## config.mk

```make
export PLATFORM = sky130hd
export DESIGN_NAME = ps2_mouse_packet_decoder_top
export DESIGN_NICKNAME = d
export VERILOG_FILES = /design/src/rtl/pmd_pkg.sv /design/src/rtl/ps2_mouse_packet_decoder_top.sv
export SDC_FILE = /design/constraint.sdc
export NUM_CORES = 1
export LEC_CHECK = 0
export BUFFER_PORTS_ARGS = -buffer_cell sky130_fd_sc_hd__buf_4
export CAP_MARGIN = 5
export CORE_MARGIN = 2
export CORE_UTILIZATION = 53
export DETAILED_ROUTE_END_ITERATION = 8
export GPL_TIMING_DRIVEN = 1
export PLACE_DENSITY = 0.77
export SLEW_MARGIN = 20
export SYNTH_ARGS = -nofsm -noshare
export SYNTH_HDL_FRONTEND = slang
export SYNTH_SLANG_ARGS = --single-unit
```

## constraint.sdc

```tcl
create_clock -name clk -period 4.25 [get_ports clk]
set_input_delay 0.6375 -clock clk [delete_from_list [all_inputs] [get_ports clk]]
set_output_delay 0.6375 -clock clk [all_outputs]
set_load 0.02 [all_outputs]
```

## src/rtl/pmd_pkg.sv

```systemverilog
package pmd_pkg;

    localparam int COORD_BITS  = 12;
    localparam int SCREEN_BITS = 13;

    localparam logic [SCREEN_BITS-1:0] WIDTH_RESET  = 13'd1024;
    localparam logic [SCREEN_BITS-1:0] HEIGHT_RESET = 13'd768;
    localparam logic [1:0]             RES_RESET    = 2'd2;
    localparam logic [2:0]             RATE_RESET   = 3'd6;

    // Register indexes on the configuration port (word address).
    localparam logic [1:0] REG_SCREEN_WIDTH  = 2'd0;
    localparam logic [1:0] REG_SCREEN_HEIGHT = 2'd1;
    localparam logic [1:0] REG_RESOLUTION    = 2'd2;
    localparam logic [1:0] REG_SAMPLE_RATE   = 2'd3;

    // Command kinds on the input channel.
    localparam logic [2:0] KIND_RESET    = 3'd0;
    localparam logic [2:0] KIND_DEFAULTS = 3'd1;
    localparam logic [2:0] KIND_REPORT   = 3'd2;
    localparam logic [2:0] KIND_GET_ID   = 3'd3;
    localparam logic [2:0] KIND_RATE     = 3'd4;
    localparam logic [2:0] KIND_RES      = 3'd5;

    // Bytes of the mouse protocol.
    localparam logic [7:0] BYTE_ACK      = 8'hFA;
    localparam logic [7:0] BYTE_BAT_OK   = 8'hAA;
    localparam logic [7:0] CODE_RESET    = 8'hFF;
    localparam logic [7:0] CODE_DEFAULTS = 8'hF6;
    localparam logic [7:0] CODE_REPORT   = 8'hF4;
    localparam logic [7:0] CODE_GET_ID   = 8'hF2;
    localparam logic [7:0] CODE_RATE     = 8'hF3;
    localparam logic [7:0] CODE_RES      = 8'hE8;

    typedef enum logic [1:0] {
        CMD_RX,
        CMD_START,
        CMD_SET_X,
        CMD_SET_Y
    } cmd_t;

    typedef enum logic [3:0] {
        PEND_NONE,
        PEND_RESET,
        PEND_DEFAULT,
        PEND_REPORT,
        PEND_GETID,
        PEND_RATE,
        PEND_RATE_ARG,
        PEND_RES,
        PEND_RES_ARG
    } pend_t;

    typedef struct packed {
        cmd_t                  cmd;
        logic [7:0]            rx_byte;
        logic [2:0]            command_kind;
        logic [COORD_BITS-1:0] position_value;
    } in_item_t;

    typedef struct packed {
        logic                  tx_valid;
        logic [7:0]            tx_byte;
        logic [COORD_BITS-1:0] cursor_x;
        logic [COORD_BITS-1:0] cursor_y;
        logic                  button_left;
        logic                  button_right;
        logic                  button_middle;
        logic                  packet_applied;
        logic                  packet_dropped;
        logic [7:0]            device_id;
        logic                  command_busy;
    } out_item_t;

    // Sample rate argument; indexes past the table use the last entry.
    function automatic logic [7:0] rate_byte(input logic [2:0] idx);
        logic [7:0] r;
        case (idx)
            3'd0:    r = 8'd10;
            3'd1:    r = 8'd20;
            3'd2:    r = 8'd40;
            3'd3:    r = 8'd60;
            3'd4:    r = 8'd80;
            3'd5:    r = 8'd100;
            default: r = 8'd200;
        endcase
        return r;
    endfunction

    function automatic logic [7:0] kind_code(input logic [2:0] kind);
        logic [7:0] r;
        case (kind)
            KIND_RESET:    r = CODE_RESET;
            KIND_DEFAULTS: r = CODE_DEFAULTS;
            KIND_REPORT:   r = CODE_REPORT;
            KIND_GET_ID:   r = CODE_GET_ID;
            KIND_RATE:     r = CODE_RATE;
            KIND_RES:      r = CODE_RES;
            default:       r = 8'h00;
        endcase
        return r;
    endfunction

    function automatic pend_t kind_pend(input logic [2:0] kind);
        pend_t r;
        case (kind)
            KIND_RESET:    r = PEND_RESET;
            KIND_DEFAULTS: r = PEND_DEFAULT;
            KIND_REPORT:   r = PEND_REPORT;
            KIND_GET_ID:   r = PEND_GETID;
            KIND_RATE:     r = PEND_RATE;
            KIND_RES:      r = PEND_RES;
            default:       r = PEND_NONE;
        endcase
        return r;
    endfunction

endpackage

```

## src/rtl/ps2_mouse_packet_decoder_top.sv

```systemverilog
// An item accepted into the input register is decoded by the single pass between
// registers, which loads its result into the output register and raises out_valid.
// Throughput: one item per cycle while out_stall does not hold the output register.
// Reset (rst_n low, asynchronous): pipeline empty, all tracking state zero,
// screen 1024 x 768, resolution code 2, sample rate index 6.
module ps2_mouse_packet_decoder_top (
    input  logic                      clk,
    input  logic                      rst_n,

    input  logic                      in_valid,
    output logic                      in_stall,
    input  pmd_pkg::in_item_t         in_data,

    output logic                      out_valid,
    input  logic                      out_stall,
    output pmd_pkg::out_item_t        out_data,

    input  logic                      psel,
    input  logic                      penable,
    input  logic                      pwrite,
    input  logic [3:0]                paddr,
    input  logic [31:0]               pwdata,
    output logic [31:0]               prdata,
    output logic                      pready
);

    localparam int CB       = pmd_pkg::COORD_BITS;
    localparam int SB       = pmd_pkg::SCREEN_BITS;
    // Room for a coordinate plus or minus an 8-bit delta, with a sign bit.
    localparam int SUM_BITS = CB + 3;
    localparam logic [CB-1:0] COORD_MASK = {CB{1'b1}};

    // Stages of the reset reply: ack, self-test pass, device id, done.
    localparam logic [2:0] STG_START = 3'd0;
    localparam logic [2:0] STG_ACKED = 3'd1;
    localparam logic [2:0] STG_BAT   = 3'd2;
    localparam logic [2:0] STG_ID    = 3'd3;
    localparam logic [2:0] STG_DONE  = 3'd4;

    // Clamp a moved coordinate into [0, size-1], and into the coordinate
    // range when the screen is larger than it. A zero size pins it at 0.
    function automatic logic [CB-1:0] clamp_axis(input logic [SUM_BITS-1:0] v,
                                                 input logic [SB-1:0] size);
        logic [SB-1:0] lim_wide;
        logic [CB-1:0] lim;
        logic [CB-1:0] r;
        lim_wide = size - 1'b1;
        if (lim_wide > SB'(COORD_MASK)) begin
            lim = COORD_MASK;
        end
        else begin
            lim = lim_wide[CB-1:0];
        end
        if (size == '0) begin
            r = '0;
        end
        else if (v[SUM_BITS-1]) begin
            r = '0;
        end
        else if (v > SUM_BITS'(lim)) begin
            r = lim;
        end
        else begin
            r = v[CB-1:0];
        end
        return r;
    endfunction

    // ------------------------------------------------------------------
    // Configuration registers. Writes complete in the APB access phase;
    // the port never inserts wait states.
    // ------------------------------------------------------------------
    logic [SB-1:0] width_reg;
    logic [SB-1:0] height_reg;
    logic [1:0]    res_reg;
    logic [2:0]    rate_reg;
    logic          cfg_write;

    assign pready    = 1'b1;
    assign cfg_write = psel && penable && pwrite;

    always_ff @(posedge clk or negedge rst_n)
    begin
        if (!rst_n)
        begin
            width_reg  <= pmd_pkg::WIDTH_RESET;
            height_reg <= pmd_pkg::HEIGHT_RESET;
            res_reg    <= pmd_pkg::RES_RESET;
            rate_reg   <= pmd_pkg::RATE_RESET;
        end
        else if (cfg_write)
        begin
            unique case (paddr[3:2])
                pmd_pkg::REG_SCREEN_WIDTH:  width_reg  <= pwdata[SB-1:0];
                pmd_pkg::REG_SCREEN_HEIGHT: height_reg <= pwdata[SB-1:0];
                pmd_pkg::REG_RESOLUTION:    res_reg    <= pwdata[1:0];
                pmd_pkg::REG_SAMPLE_RATE:   rate_reg   <= pwdata[2:0];
                default:                    ;
            endcase
        end
    end

    always_comb
    begin
        unique case (paddr[3:2])
            pmd_pkg::REG_SCREEN_WIDTH:  prdata = 32'(width_reg);
            pmd_pkg::REG_SCREEN_HEIGHT: prdata = 32'(height_reg);
            pmd_pkg::REG_RESOLUTION:    prdata = 32'(res_reg);
            pmd_pkg::REG_SAMPLE_RATE:   prdata = 32'(rate_reg);
            default:                    prdata = '0;
        endcase
    end

    // ------------------------------------------------------------------
    // Two-register pipeline. The input register holds one item; the decode
    // pass runs on it and commits the tracking state at the same edge that
    // loads its result into the output register. The input side keeps
    // accepting while the output register waits, until both are full.
    // ------------------------------------------------------------------
    logic                s1_valid_reg;
    pmd_pkg::in_item_t   s1_item_reg;
    logic                out_valid_reg;
    pmd_pkg::out_item_t  out_item_reg;
    logic                out_load;
    logic                commit;

    assign out_load  = !out_valid_reg || !out_stall;
    assign commit    = s1_valid_reg && out_load;
    assign in_stall  = s1_valid_reg && !out_load;
    assign out_valid = out_valid_reg;
    assign out_data  = out_item_reg;

    always_ff @(posedge clk or negedge rst_n)
    begin
        if (!rst_n)
        begin
            s1_valid_reg  <= 1'b0;
            out_valid_reg <= 1'b0;
        end
        else
        begin
            if (!in_stall)
            begin
                s1_valid_reg <= in_valid;
            end
            if (out_load)
            begin
                out_valid_reg <= s1_valid_reg;
            end
        end
    end

    // ------------------------------------------------------------------
    // Tracking state: command reply progress and packet framing.
    // ------------------------------------------------------------------
    pmd_pkg::pend_t  pend_reg,  pend_next;
    logic [2:0]      stage_reg, stage_next;
    logic [7:0]      id_reg,    id_next;
    logic [1:0]      bpos_reg,  bpos_next;
    logic [7:0]      flags_reg, flags_next;
    logic [7:0]      dx_reg,    dx_next;
    logic [7:0]      dy_reg,    dy_next;
    logic            drop_reg,  drop_next;
    logic [CB-1:0]   posx_reg,  posx_next;
    logic [CB-1:0]   posy_reg,  posy_next;
    logic [2:0]      btn_reg,   btn_next;

    pmd_pkg::out_item_t  result;
    logic                tx_v;
    logic [7:0]          tx_b;
    logic                applied;
    logic                dropped;
    logic                done;
    logic [7:0]          b;
    logic [7:0]          dy_use;
    logic [SUM_BITS-1:0] vx;
    logic [SUM_BITS-1:0] vy;

    assign b = s1_item_reg.rx_byte;

    always_comb
    begin
        pend_next  = pend_reg;
        stage_next = stage_reg;
        id_next    = id_reg;
        bpos_next  = bpos_reg;
        flags_next = flags_reg;
        dx_next    = dx_reg;
        dy_next    = dy_reg;
        drop_next  = drop_reg;
        posx_next  = posx_reg;
        posy_next  = posy_reg;
        btn_next   = btn_reg;
        tx_v       = 1'b0;
        tx_b       = 8'h00;
        applied    = 1'b0;
        dropped    = 1'b0;
        done       = 1'b0;

        // The Y delta of a 3- or 4-byte packet arrives in the third byte; when
        // that byte finishes the packet, it is used before it is stored.
        dy_use = (bpos_reg == 2'd2) ? b : dy_reg;
        vx = SUM_BITS'(posx_reg) + {{(SUM_BITS-8){dx_reg[7]}}, dx_reg};
        vy = SUM_BITS'(posy_reg) - {{(SUM_BITS-8){dy_use[7]}}, dy_use};

        unique case (s1_item_reg.cmd)
            pmd_pkg::CMD_RX:
            begin
                if (pend_reg != pmd_pkg::PEND_NONE)
                begin
                    unique case (pend_reg)
                        pmd_pkg::PEND_RESET:
                        begin
                            // Stage 4 keeps the command pending until another
                            // one is started.
                            if (b == pmd_pkg::BYTE_ACK)
                            begin
                                if (stage_reg <= STG_ID)
                                begin
                                    stage_next = stage_reg + 3'd1;
                                end
                            end
                            else if (b == pmd_pkg::BYTE_BAT_OK && stage_reg <= STG_ACKED)
                            begin
                                stage_next = STG_BAT;
                            end
                            else if (stage_reg == STG_BAT)
                            begin
                                stage_next = STG_ID;
                                id_next    = b;
                            end
                            else if (stage_reg == STG_ID)
                            begin
                                stage_next = STG_DONE;
                                pend_next  = pmd_pkg::PEND_NONE;
                            end
                        end
                        pmd_pkg::PEND_RATE:
                        begin
                            if (b == pmd_pkg::BYTE_ACK)
                            begin
                                pend_next = pmd_pkg::PEND_RATE_ARG;
                                tx_v      = 1'b1;
                                tx_b      = pmd_pkg::rate_byte(rate_reg);
                            end
                            else
                            begin
                                pend_next = pmd_pkg::PEND_NONE;
                            end
                        end
                        pmd_pkg::PEND_RES:
                        begin
                            if (b == pmd_pkg::BYTE_ACK)
                            begin
                                pend_next = pmd_pkg::PEND_RES_ARG;
                                tx_v      = 1'b1;
                                tx_b      = {6'b0, res_reg};
                            end
                            else
                            begin
                                pend_next = pmd_pkg::PEND_NONE;
                            end
                        end
                        pmd_pkg::PEND_GETID:
                        begin
                            if (b != pmd_pkg::BYTE_ACK)
                            begin
                                id_next = b;
                            end
                            pend_next = pmd_pkg::PEND_NONE;
                        end
                        default:
                        begin
                            pend_next = pmd_pkg::PEND_NONE;
                        end
                    endcase
                end
                else
                begin
                    case (bpos_reg)
                        2'd0:
                        begin
                            // A first byte without its always-one bit is not a
                            // packet start; framing waits for the next byte.
                            flags_next = b;
                            drop_next  = b[7] | b[6];
                            bpos_next  = b[3] ? 2'd1 : 2'd0;
                        end
                        2'd1:
                        begin
                            dx_next   = b;
                            bpos_next = 2'd2;
                        end
                        2'd2:
                        begin
                            dy_next = b;
                            if (id_reg == 8'h00)
                            begin
                                done = 1'b1;
                            end
                            else
                            begin
                                bpos_next = 2'd3;
                            end
                        end
                        default:
                        begin
                            done = 1'b1;
                        end
                    endcase

                    if (done)
                    begin
                        bpos_next = 2'd0;
                        if (drop_reg)
                        begin
                            drop_next = 1'b0;
                            dropped   = 1'b1;
                        end
                        else
                        begin
                            posx_next = clamp_axis(vx, width_reg);
                            posy_next = clamp_axis(vy, height_reg);
                            btn_next  = flags_reg[2:0];
                            applied   = 1'b1;
                        end
                    end
                end
            end
            pmd_pkg::CMD_START:
            begin
                // Kinds past the table are ignored and send nothing.
                if (s1_item_reg.command_kind <= pmd_pkg::KIND_RES)
                begin
                    pend_next = pmd_pkg::kind_pend(s1_item_reg.command_kind);
                    if (s1_item_reg.command_kind == pmd_pkg::KIND_RESET)
                    begin
                        stage_next = STG_START;
                    end
                    tx_v = 1'b1;
                    tx_b = pmd_pkg::kind_code(s1_item_reg.command_kind);
                end
            end
            pmd_pkg::CMD_SET_X:
            begin
                posx_next = s1_item_reg.position_value;
            end
            pmd_pkg::CMD_SET_Y:
            begin
                posy_next = s1_item_reg.position_value;
            end
            default:
            begin
            end
        endcase

        result.tx_valid       = tx_v;
        result.tx_byte        = tx_b;
        result.cursor_x       = posx_next;
        result.cursor_y       = posy_next;
        result.button_left    = btn_next[0];
        result.button_right   = btn_next[1];
        result.button_middle  = btn_next[2];
        result.packet_applied = applied;
        result.packet_dropped = dropped;
        result.device_id      = id_next;
        result.command_busy   = (pend_next != pmd_pkg::PEND_NONE);
    end

    always_ff @(posedge clk or negedge rst_n)
    begin
        if (!rst_n)
        begin
            pend_reg  <= pmd_pkg::PEND_NONE;
            stage_reg <= STG_START;
            id_reg    <= '0;
            bpos_reg  <= '0;
            flags_reg <= '0;
            dx_reg    <= '0;
            dy_reg    <= '0;
            drop_reg  <= 1'b0;
            posx_reg  <= '0;
            posy_reg  <= '0;
            btn_reg   <= '0;
        end
        else if (commit)
        begin
            pend_reg  <= pend_next;
            stage_reg <= stage_next;
            id_reg    <= id_next;
            bpos_reg  <= bpos_next;
            flags_reg <= flags_next;
            dx_reg    <= dx_next;
            dy_reg    <= dy_next;
            drop_reg  <= drop_next;
            posx_reg  <= posx_next;
            posy_reg  <= posy_next;
            btn_reg   <= btn_next;
        end
    end

    // Payload registers carry no reset; their valid bits guard them.
    always_ff @(posedge clk)
    begin
        if (!in_stall && in_valid)
        begin
            s1_item_reg <= in_data;
        end
        if (commit)
        begin
            out_item_reg <= result;
        end
    end

endmodule

```

Word level (Yosys, flattened, before mapping)
Cells that the tools add are included.

storage, ports and cells
  register bits after elaboration = 169
  output and inout bits = 82
  logic and storage cells = 201

operators by class
  $add $sub $neg = 5
  $lt $le $gt $ge = 7
  eq/ne operators = 34
  multiplexer cells = 84
  bitwise gates (word level) = 4
  reduce and logical (&&, ||, !) cells = 35

operators with widths
  cell                                                             count
  2-to-1 mux 12 bit                                                22
  case mux 32 bit (4 select lines)                                 1
  case mux 8 bit (6 select lines)                                  2
  2-to-1 mux 8 bit                                                 10
  case mux 12 bit (2 select lines)                                 2
  case mux 8 bit (2 select lines)                                  3
  2-to-1 mux 3 bit                                                 14
  greater-than comparator 15 x 12 -> 1 bit                         2
  2-to-1 mux 4 bit                                                 7
  greater-than comparator 13 x 12 -> 1 bit, second input constant  2
  logical NOT 13 bit                                               2
  subtractor 13 x 1 -> 13 bit, second input constant               2
  == test 3 x 2 -> 1 bit, second input constant                    6
  case mux 3 bit (6 select lines)                                  1
  == test 8 bit, second input constant                             2
  adder 13 x 8 -> 14 bit                                           1
  subtractor 13 x 8 -> 14 bit                                      1
  2-to-1 mux 1 bit                                                 13
  == test 3 bit, second input constant                             4
  == test 4 x 3 -> 1 bit, second input constant                    3
  case mux 4 bit (3 select lines)                                  1
  nonzero test 4 bit                                               3
  == test 2 bit, second input constant                             5
  logical NOT 8 bit                                                1
  other kinds (33)                                                 59

Longest topological paths before layout
Gate-level depths: netlist of the first run.

  depth after elaboration = 16
  depth in mapped cells = 21

Least setup slack after synthesis of the first run
OpenSTA, ideal clock, no wires.

  path type = reg2reg
  start point = register bpos_reg[0]
  end point = register out_item_reg, in the netlist out_data[21] (data pin)
  arrival time = 4.085 ns
  required time = 3.989 ns
  setup slack = -0.096 ns
  cell stages (with the launch flop) = 22
  clock period less this slack = 4.346 ns
  path through = dfrtp_1 > inv_1 > ha_1 > buf_2 > mux2_2 > inv_1 > ha_1 > nand2_1 > nor2_1 > a211oi_1 > nand2_1 > nand3_1 > and2_1 > xor2_1 > ha_1 > and3_1 > nand3_1 > o21bai_1 > a41oi_1 > nor2_1 > nor3_1 > o32a_1

between the ends
  cells in the longest elaborated chain, start to end = 11
  elaborated cells between the ends (all ways) = 17

RTL lines
  what                                      RTL line                                                                  text
  from (decl)                               ps2_mouse_packet_decoder_top.sv:159                                       logic [1:0] bpos_reg, bpos_next;
  from (signal assigned)                    ps2_mouse_packet_decoder_top.sv:391                                       bpos_reg <= bpos_next;
  == test 2 bit                             ps2_mouse_packet_decoder_top.sv:202, ps2_mouse_packet_decoder_top.sv:280
  2-to-1 mux 8 bit                          --
  subtractor 13 x 8 -> 14 bit               ps2_mouse_packet_decoder_top.sv:204                                       vy = SUM_BITS'(posy_reg) - {{(SUM_BITS-8){dy_use[7]}}, dy_use};
  greater-than comparator 15 x 12 -> 1 bit  ps2_mouse_packet_decoder_top.sv:60                                        else if (v > SUM_BITS'(lim)) begin
  2-to-1 mux 12 bit                         ps2_mouse_packet_decoder_top.sv:60
  2-to-1 mux 12 bit                         ps2_mouse_packet_decoder_top.sv:57                                        else if (v[SUM_BITS-1]) begin
  2-to-1 mux 12 bit                         ps2_mouse_packet_decoder_top.sv:54                                        if (size == '0) begin
  2-to-1 mux 12 bit                         ps2_mouse_packet_decoder_top.sv:315                                       if (drop_reg)
  2-to-1 mux 12 bit *                       ps2_mouse_packet_decoder_top.sv:312                                       if (done)
  2-to-1 mux 12 bit *                       ps2_mouse_packet_decoder_top.sv:209                                       if (pend_reg != pmd_pkg::PEND_NONE)
  case mux 12 bit (2 select lines) *        ps2_mouse_packet_decoder_top.sv:206                                       unique case (s1_item_reg.cmd)
  net posy_next[7]                          ps2_mouse_packet_decoder_top.sv:165                                       logic [CB-1:0] posy_reg, posy_next;
  to (signal assigned)                      ps2_mouse_packet_decoder_top.sv:411                                       out_item_reg <= result;
  to (decl)                                 ps2_mouse_packet_decoder_top.sv:123                                       pmd_pkg::out_item_t out_item_reg;

The timed path passes the listed nets; every way through them passes the cells marked *. The select of a mux whose other input is x is not followed.
A chain may end at the register's enable or synchronous reset.

Final worst setup path of the first run
  start point = register bpos_reg[0]
  end point = register out_item_reg, in the netlist out_data[15] (data pin)

between the ends
  cells in the longest elaborated chain, start to end = 11
  elaborated cells between the ends (all ways) = 17

RTL lines
  what                                      RTL line                             text
  == test 2 bit *                           ps2_mouse_packet_decoder_top.sv:202  dy_use = (bpos_reg == 2'd2) ? b : dy_reg;
  2-to-1 mux 8 bit *                        --
  net dy_use[0]                             ps2_mouse_packet_decoder_top.sv:175  logic [7:0] dy_use;
  subtractor 13 x 8 -> 14 bit *             ps2_mouse_packet_decoder_top.sv:204
  greater-than comparator 15 x 12 -> 1 bit  ps2_mouse_packet_decoder_top.sv:60
  2-to-1 mux 12 bit                         ps2_mouse_packet_decoder_top.sv:60
  2-to-1 mux 12 bit *                       ps2_mouse_packet_decoder_top.sv:57
  2-to-1 mux 12 bit *                       ps2_mouse_packet_decoder_top.sv:54
  2-to-1 mux 12 bit *                       ps2_mouse_packet_decoder_top.sv:315
  2-to-1 mux 12 bit *                       ps2_mouse_packet_decoder_top.sv:312
  2-to-1 mux 12 bit *                       ps2_mouse_packet_decoder_top.sv:209
  case mux 12 bit (2 select lines) *        ps2_mouse_packet_decoder_top.sv:206
  net posy_next[1]                          ps2_mouse_packet_decoder_top.sv:165

Marks and branches as above.

==> flow_summary.toml, run 1 <==
[yosys]
synth_area_um2 = 11010
yosysUniqueCellTypes = 78
synthCells = 1161
async_reset_ff_share_pct = 57.40
ys_warn_count = 0
synth-seq-area-share_pct = 41.74
synth_edf_count = 72
synth_seq_cells = 169
synth_ff_type = "dfrtp_1"
syn_area_per_cell_um2 = 9.486

[route]
via_count = 10028
drt_iter0_drc = 1051
routed_wl_um = 32210
drt-pass1-iter-count = 6
vias_per_cell = 6.167
drcViolationCount = 0
wl_per_cell_um = 19.81
ant_nets = 0

[setup_path]
end_kind = "flip-flop"
crit_type = "reg2reg"
cp_max_fo = 6
arrival_ns = 4.65
critPathLaunchType = "flip-flop"
required_ns = 4.52

[run_status]
status = "finished, violations left"
violations = "negative setup slack"

[die]
dieHeight_um = 148.2
die_w_um = 148.2
dieArea_um2 = 21950
rows = 52
core_area_um2 = 20300
initial_core_util_pct = 54.25
ios = 150

[global_route]
grt.overflow.total = 0
grt_pass1_wl_um = 49500
grt_pass1_vias = 9310
grt_max_degree = 72
antenna_found_initial = 0
track_usage_pct = 28.71

[pwr]
p_clk_share_pct = 11.7
power.density_nw_per_um2 = 928.2
leakage_nw = 5.953
power.total_mw = 13.12
p_int_mw = 7.196
power_frac_comb_pct = 68.3
switching_share_pct = 45.15
ir_drop_mv = 0.6313
seqPwrFrac_pct = 20.1
switchingPower_mw = 5.923

[sta]
period_minus_slack_ns = 4.376
setup_slack_ns = -0.1259
period_share_pct = 103.0
final-setup-viol-count = 14
fmax_mhz = 228.5
max_slew.worst_pin.slew_ns = 1.161
grt_setup_unrepaired = "true"
whs_ns = 0.3433
hold_viol = 0
slew_headroom_pct = 22.57
final.setup_skew_ns = 0.009907
drv_slew = 0

[cells_and_area]
final_cell_mix = "buf_4, nand2_1, nor2_1"
largest_reg_flops = 47
fin_nets = 1475
drive_gt1_share_pct = 32.30
final_common_cell = "buf_4"
post-route-util_pct = 69.63
diodes = 0
area_growth_pct = 28.33

[clocking]
clk_pin_slew_worst_paths_ns = 0.07
cts_htree_levels = 4
cts_sinks = 169
clk_path_buf_depth = 2
cts_tree = "yes"
clock-root-buffer = "clkbuf_16"
numCtsBuffers = 17
ctsHoldBuffers = 0
clkLatencyLatePin_ns = 0.44

[placed_design]
io_buffers = 108
place_congestion = 1.005
pre_cts_ws_ns = -0.4690
dp_hpwl_um = 22730

[job]
cap_violations = 0

[worst_hold_path]
hold_class = "in2async"
power groups by stage:
stage | sequential [mW] | combinational, mW | clock, mW
2_1_floorplan | 2.58 | 3.88 | 0
3_3_place_gp | 2.61 | 6.27 | 0
3_5_place_dp | 2.63 | 6.38 | 0
4_1_cts | 2.61 | 7.10 | 1.55
5_1_grt | 2.68 | 9.59 | 1.61
6_report | 2.63 | 8.96 | 1.53
logic make-up (layout without fill, tap and decap cells):
kind of cell,Yosys count,in the layout,share of synthesized area (%)
AO/OA/AOI/OAI,337,337,19.78
XOR/XNOR,34,34,2.704
adder cells (fa/ha/maj),64,64,7.407
buffers and inverters,116,293,4.692
flip-flops,169,169,41.74
multiplexers,80,80,8.089
other,2,20,0.06819
AND/OR/NAND/NOR,359,359,15.52
synthesized netlist by cell type (all sizes together) (11+ instances only):
master / number / area [um2]
a21oi: 72 / 360.4
a22oi: 29 / 217.7
and2: 14 / 87.58
buf: 29 / 188.9
clkbuf: 45 / 170.2
dfrtp: 91 / 2277
edfxtp: 72 / 2162
ha: 62 / 775.7
inv: 42 / 157.7
mux2: 52 / 585.6
mux2i: 26 / 260.3
nand2: 120 / 450.4
nand3: 28 / 145.1
nor2: 97 / 369.1
nor2b: 11 / 68.82
nor3: 23 / 120.1
o21ai: 109 / 545.5
o221ai: 12 / 105.1
o31ai: 13 / 102.6
or3: 12 / 80.08
xnor2: 17 / 148.9
xor2: 17 / 148.9
metal layers:
metal	share of wire (%)	global-route usage, %	up-vias
li1	-	-	4634
met1	42	40.15	4787
met2	46	44.56	534
met3	8.4	5.583	73
met4	2.9	10.86	0
met5	0	0	-
metrics by stage:
stage | cells | area (um2) | TNS (ns)
final | 1626 | 14130 | -0.7579
after global routing | 1626 | 14130 | -5.342
after CTS | 1618 | 13460 | -0.04300
after detailed placement | 1578 | 12600 | -9.406
after global placement | 1578 | 12600 | -7.138
after floorplan | 1179 | 11090 | 0
worst max-delay path, cell delays in order (launching register included):
cell and delay (ns):
dfrtp_1 0.40, inv_2 0.09, ha_4 0.19, mux2_4 0.34
ha_4 0.17, fa_2 0.39, nor2b_4 0.13, o31a_1 0.20
nor3_2 0.08, o21bai_1 0.14, a21oi_1 0.10, xnor2_1 0.17
ha_1 0.32, and3_4 0.21, nand3_4 0.08, nor3_4 0.24
a41o_1 0.22, nand2_4 0.13, or3_4 0.42, a31oi_2 0.18
repair_timing:
action | CTS | global route
pin swaps | 23 | 54
buffers inserted | 8 | 11
gates cloned | 0 | 0
gates resized for setup | 58 | 133
endpoints found under the setup margin | 38 | 48
final timing paths:
| kind | slack, ns | cells past startpoint | end | startpoint |
|---|---|---|---|---|
| min reg2reg | 0.48 | 2 | dy_reg[7]$_DFFE_PN0P_ | dy_reg[7]$_DFFE_PN0P_ |
| max in group asynchronous | 2.95 | 2 | width_reg[10]$_DFFE_PN1P_ | rst_n |
| min in group clk | 0.37 | 1 | b[5]$_DFFE_PP_ | in_data[20] |
| min | 0.34 | 1 | rate_reg[0]$_DFFE_PN0P_ | rst_n |
| max | -0.13 | 19 | out_data[15]$_DFFE_PP_ | bpos_reg[0]$_DFFE_PN0P_ |
| max reg2reg | -0.13 | 19 | out_data[15]$_DFFE_PP_ | bpos_reg[0]$_DFFE_PN0P_ |
final cells by class:
cell class / count / area [um2]
multi-input cells: 894 / 6754
fillers: 1520 / 6166
flip-flops and latches: 169 / 4597
repair buffers: 219 / 1718
clock buffers: 20 / 456.7
well taps: 270 / 337.8
inverters: 42 / 157.7
clock inverters: 12 / 112.6
No activity file was read; power rests on OpenSTA's default activity.
==> run 2: changes to the inputs <==
- BUFFER_PORTS_ARGS: -buffer_cell sky130_fd_sc_hd__buf_4 -> not set
- CORE_UTILIZATION: 53 -> 56
- DONT_BUFFER_PORTS: not set -> 1
- PLACE_DENSITY: 0.77 -> 0.74
==> flow_summary.toml, run 2 (synthesis results as in run 1) <==
[run_status]
status = "finished, violations left"
violations = "negative setup slack"

[cells_and_area]
stdcell_count = 1505
fin_nets = 1359
final_cell_mix = "nand2_1, nor2_1, dfrtp_1"
diodes = 0
final_common_cell = "nand2_1"
area_growth_pct = 20.20
largest_reg_flops = 47
stdcell_area_um2 = 13240
drive_gt1_share_pct = 24.84

[setup_path]
max_stage_delay_ns = 0.40
slowest_stage = "dfrtp_1"
arrival_ns = 4.48
required_ns = 4.42
cp_max_fo = 6
critPathLaunchType = "flip-flop"
path_cells = "inv_2 -> ha_4 -> mux2_4 -> ha_4 -> fa_2 -> nor2b_4 -> o31a_1 -> nor3_2 -> o21bai_1 -> a21oi_1 -> xnor2_1 -> ha_1 -> and3_4 -> nand3_4 -> o21bai_4 -> a41o_1 -> nand2_4 -> o311ai_2 -> o32a_1"
crit_type = "reg2reg"
end_kind = "flip-flop"
cp_common_cell = "ha_4"

[die]
core_area_um2 = 19400
rows = 51
ios = 150
dieArea_um2 = 20800
initial_core_util_pct = 56.77
dieHeight_um = 144.2
die_w_um = 144.2

[sta]
whs_ns = 0.04632
grt_setup_unrepaired = "true"
final-setup-viol-count = 4
period_share_pct = 101.5
fmax_mhz = 231.9
setup_slack_ns = -0.06232
slew_headroom_pct = 43.25
max_slew.worst_pin.slew_ns = 0.8480
period_minus_slack_ns = 4.312
fin_setup_tns_ns = -0.1458
final.setup_skew_ns = 0.01182
hold_viol = 0
drv_slew = 0

[clocking]
cts_sinks = 169
numCtsBuffers = 17
clkLatencyLatePin_ns = 0.44
cts_htree_levels = 4
clk_path_buf_depth = 2
clk_pin_slew_worst_paths_ns = 0.07
cts_tree = "yes"
clock-root-buffer = "clkbuf_16"

[route]
drcViolationCount = 0
ant_nets = 0
drt_iter0_drc = 1014
drt-pass1-iter-count = 5
routed_wl_um = 31790
wl_per_cell_um = 21.12
via_count = 9579
vias_per_cell = 6.365

[placed_design]
dpl.cell_count = 1460
dp_hpwl_um = 21810
io_buffers = 0
place_congestion = 0.9825
place_area_um2 = 11740

[pwr]
power.density_nw_per_um2 = 955.9
leakage_nw = 5.384
power.total_mw = 12.65
ir_drop_mv = 0.5989

[global_route]
grt.overflow.total = 0
track_usage_pct = 29.68
grt_pass1_vias = 8805
antenna_found_initial = 0
grt_max_degree = 92
grt_pass1_wl_um = 47460

[worst_hold_path]
hold_class = "in2async"

[job]
cap_violations = 0
==> run 2: changes by cell type in the layout (fill, tap and decap cells not counted), sizes merged <==
cell      delta
clkinv       +2
inv          +1
clkbuf       -1
buf        -117
bufinv       +1
clkinvlp     -2
==> run 2: cell type report <==
class | instances | area [um2]
flip-flops and latches | 169 | 4597
fillers | 1509 | 6161
inverters | 42 | 157.7
repair buffers | 103 | 875.8
clock buffers | 18 | 429.2
multi-input cells | 894 | 6681
clock inverters | 14 | 165.2
well taps | 265 | 331.6
==> run 2: metrics by stage <==
stage                     setup WS, ns  utilization (%)
final                         -0.06232            68.24
after global routing           -0.2094            68.24
after CTS                    -0.005799            64.93
after detailed placement       -0.4325            60.50
after global placement         -0.3688            60.50
after floorplan                0.01517                -
==> run 2: power breakdown <==
part	switching [mW]	total (mW)	internal, mW
combinational	4.35	8.29	3.94
sequential	0.587	2.77	2.18
clock	0.706	1.59	0.885
==> run 2: routing by layer <==
layer  GRT usage (%)  wire length [um]
met4           8.329               743
met3           7.119              2790
met1           42.38             13610
met5               0                 0
met2           45.29             14640
==> run 2: worst max-delay path, delay by kind of cell, from the launching register on <==
kind / cells / cell delay [ns]
xor+xnor: 1 / 0.17
buf+inv: 1 / 0.08
simple gates: 5 / 0.65
compound gates: 7 / 1.37
flops: 1 / 0.40
mux: 1 / 0.33
fa+ha+maj: 4 / 1.04
==> run 2: worst paths after layout <==
check | slack (ns) | endpoint | cells past startpoint | from
min in group clk | 0.29 | b[7]$_DFFE_PP_ | 0 | in_data[22]
max reg2reg | -0.06 | out_data[21]$_DFFE_PP_ | 19 | bpos_reg[0]$_DFFE_PN0P_
max in group asynchronous | 3.72 | res_reg[0]$_DFFE_PN0P_ | 1 | rst_n
min | 0.05 | height_reg[8]$_DFFE_PN1P_ | 0 | rst_n
min reg2reg | 0.49 | btn_reg[2]$_DFFE_PN0P_ | 2 | btn_reg[2]$_DFFE_PN0P_
max | -0.06 | out_data[21]$_DFFE_PP_ | 19 | bpos_reg[0]$_DFFE_PN0P_
==> run 2: what timing repair did <==
action,4_1_cts,5_1_grt
hold endpoints to repair,91,0
buffers inserted,5,8
gates cloned,0,1
setup endpoints to repair,33,48
pin swaps,21,40
hold buffers,1,0
gates resized for setup,45,125
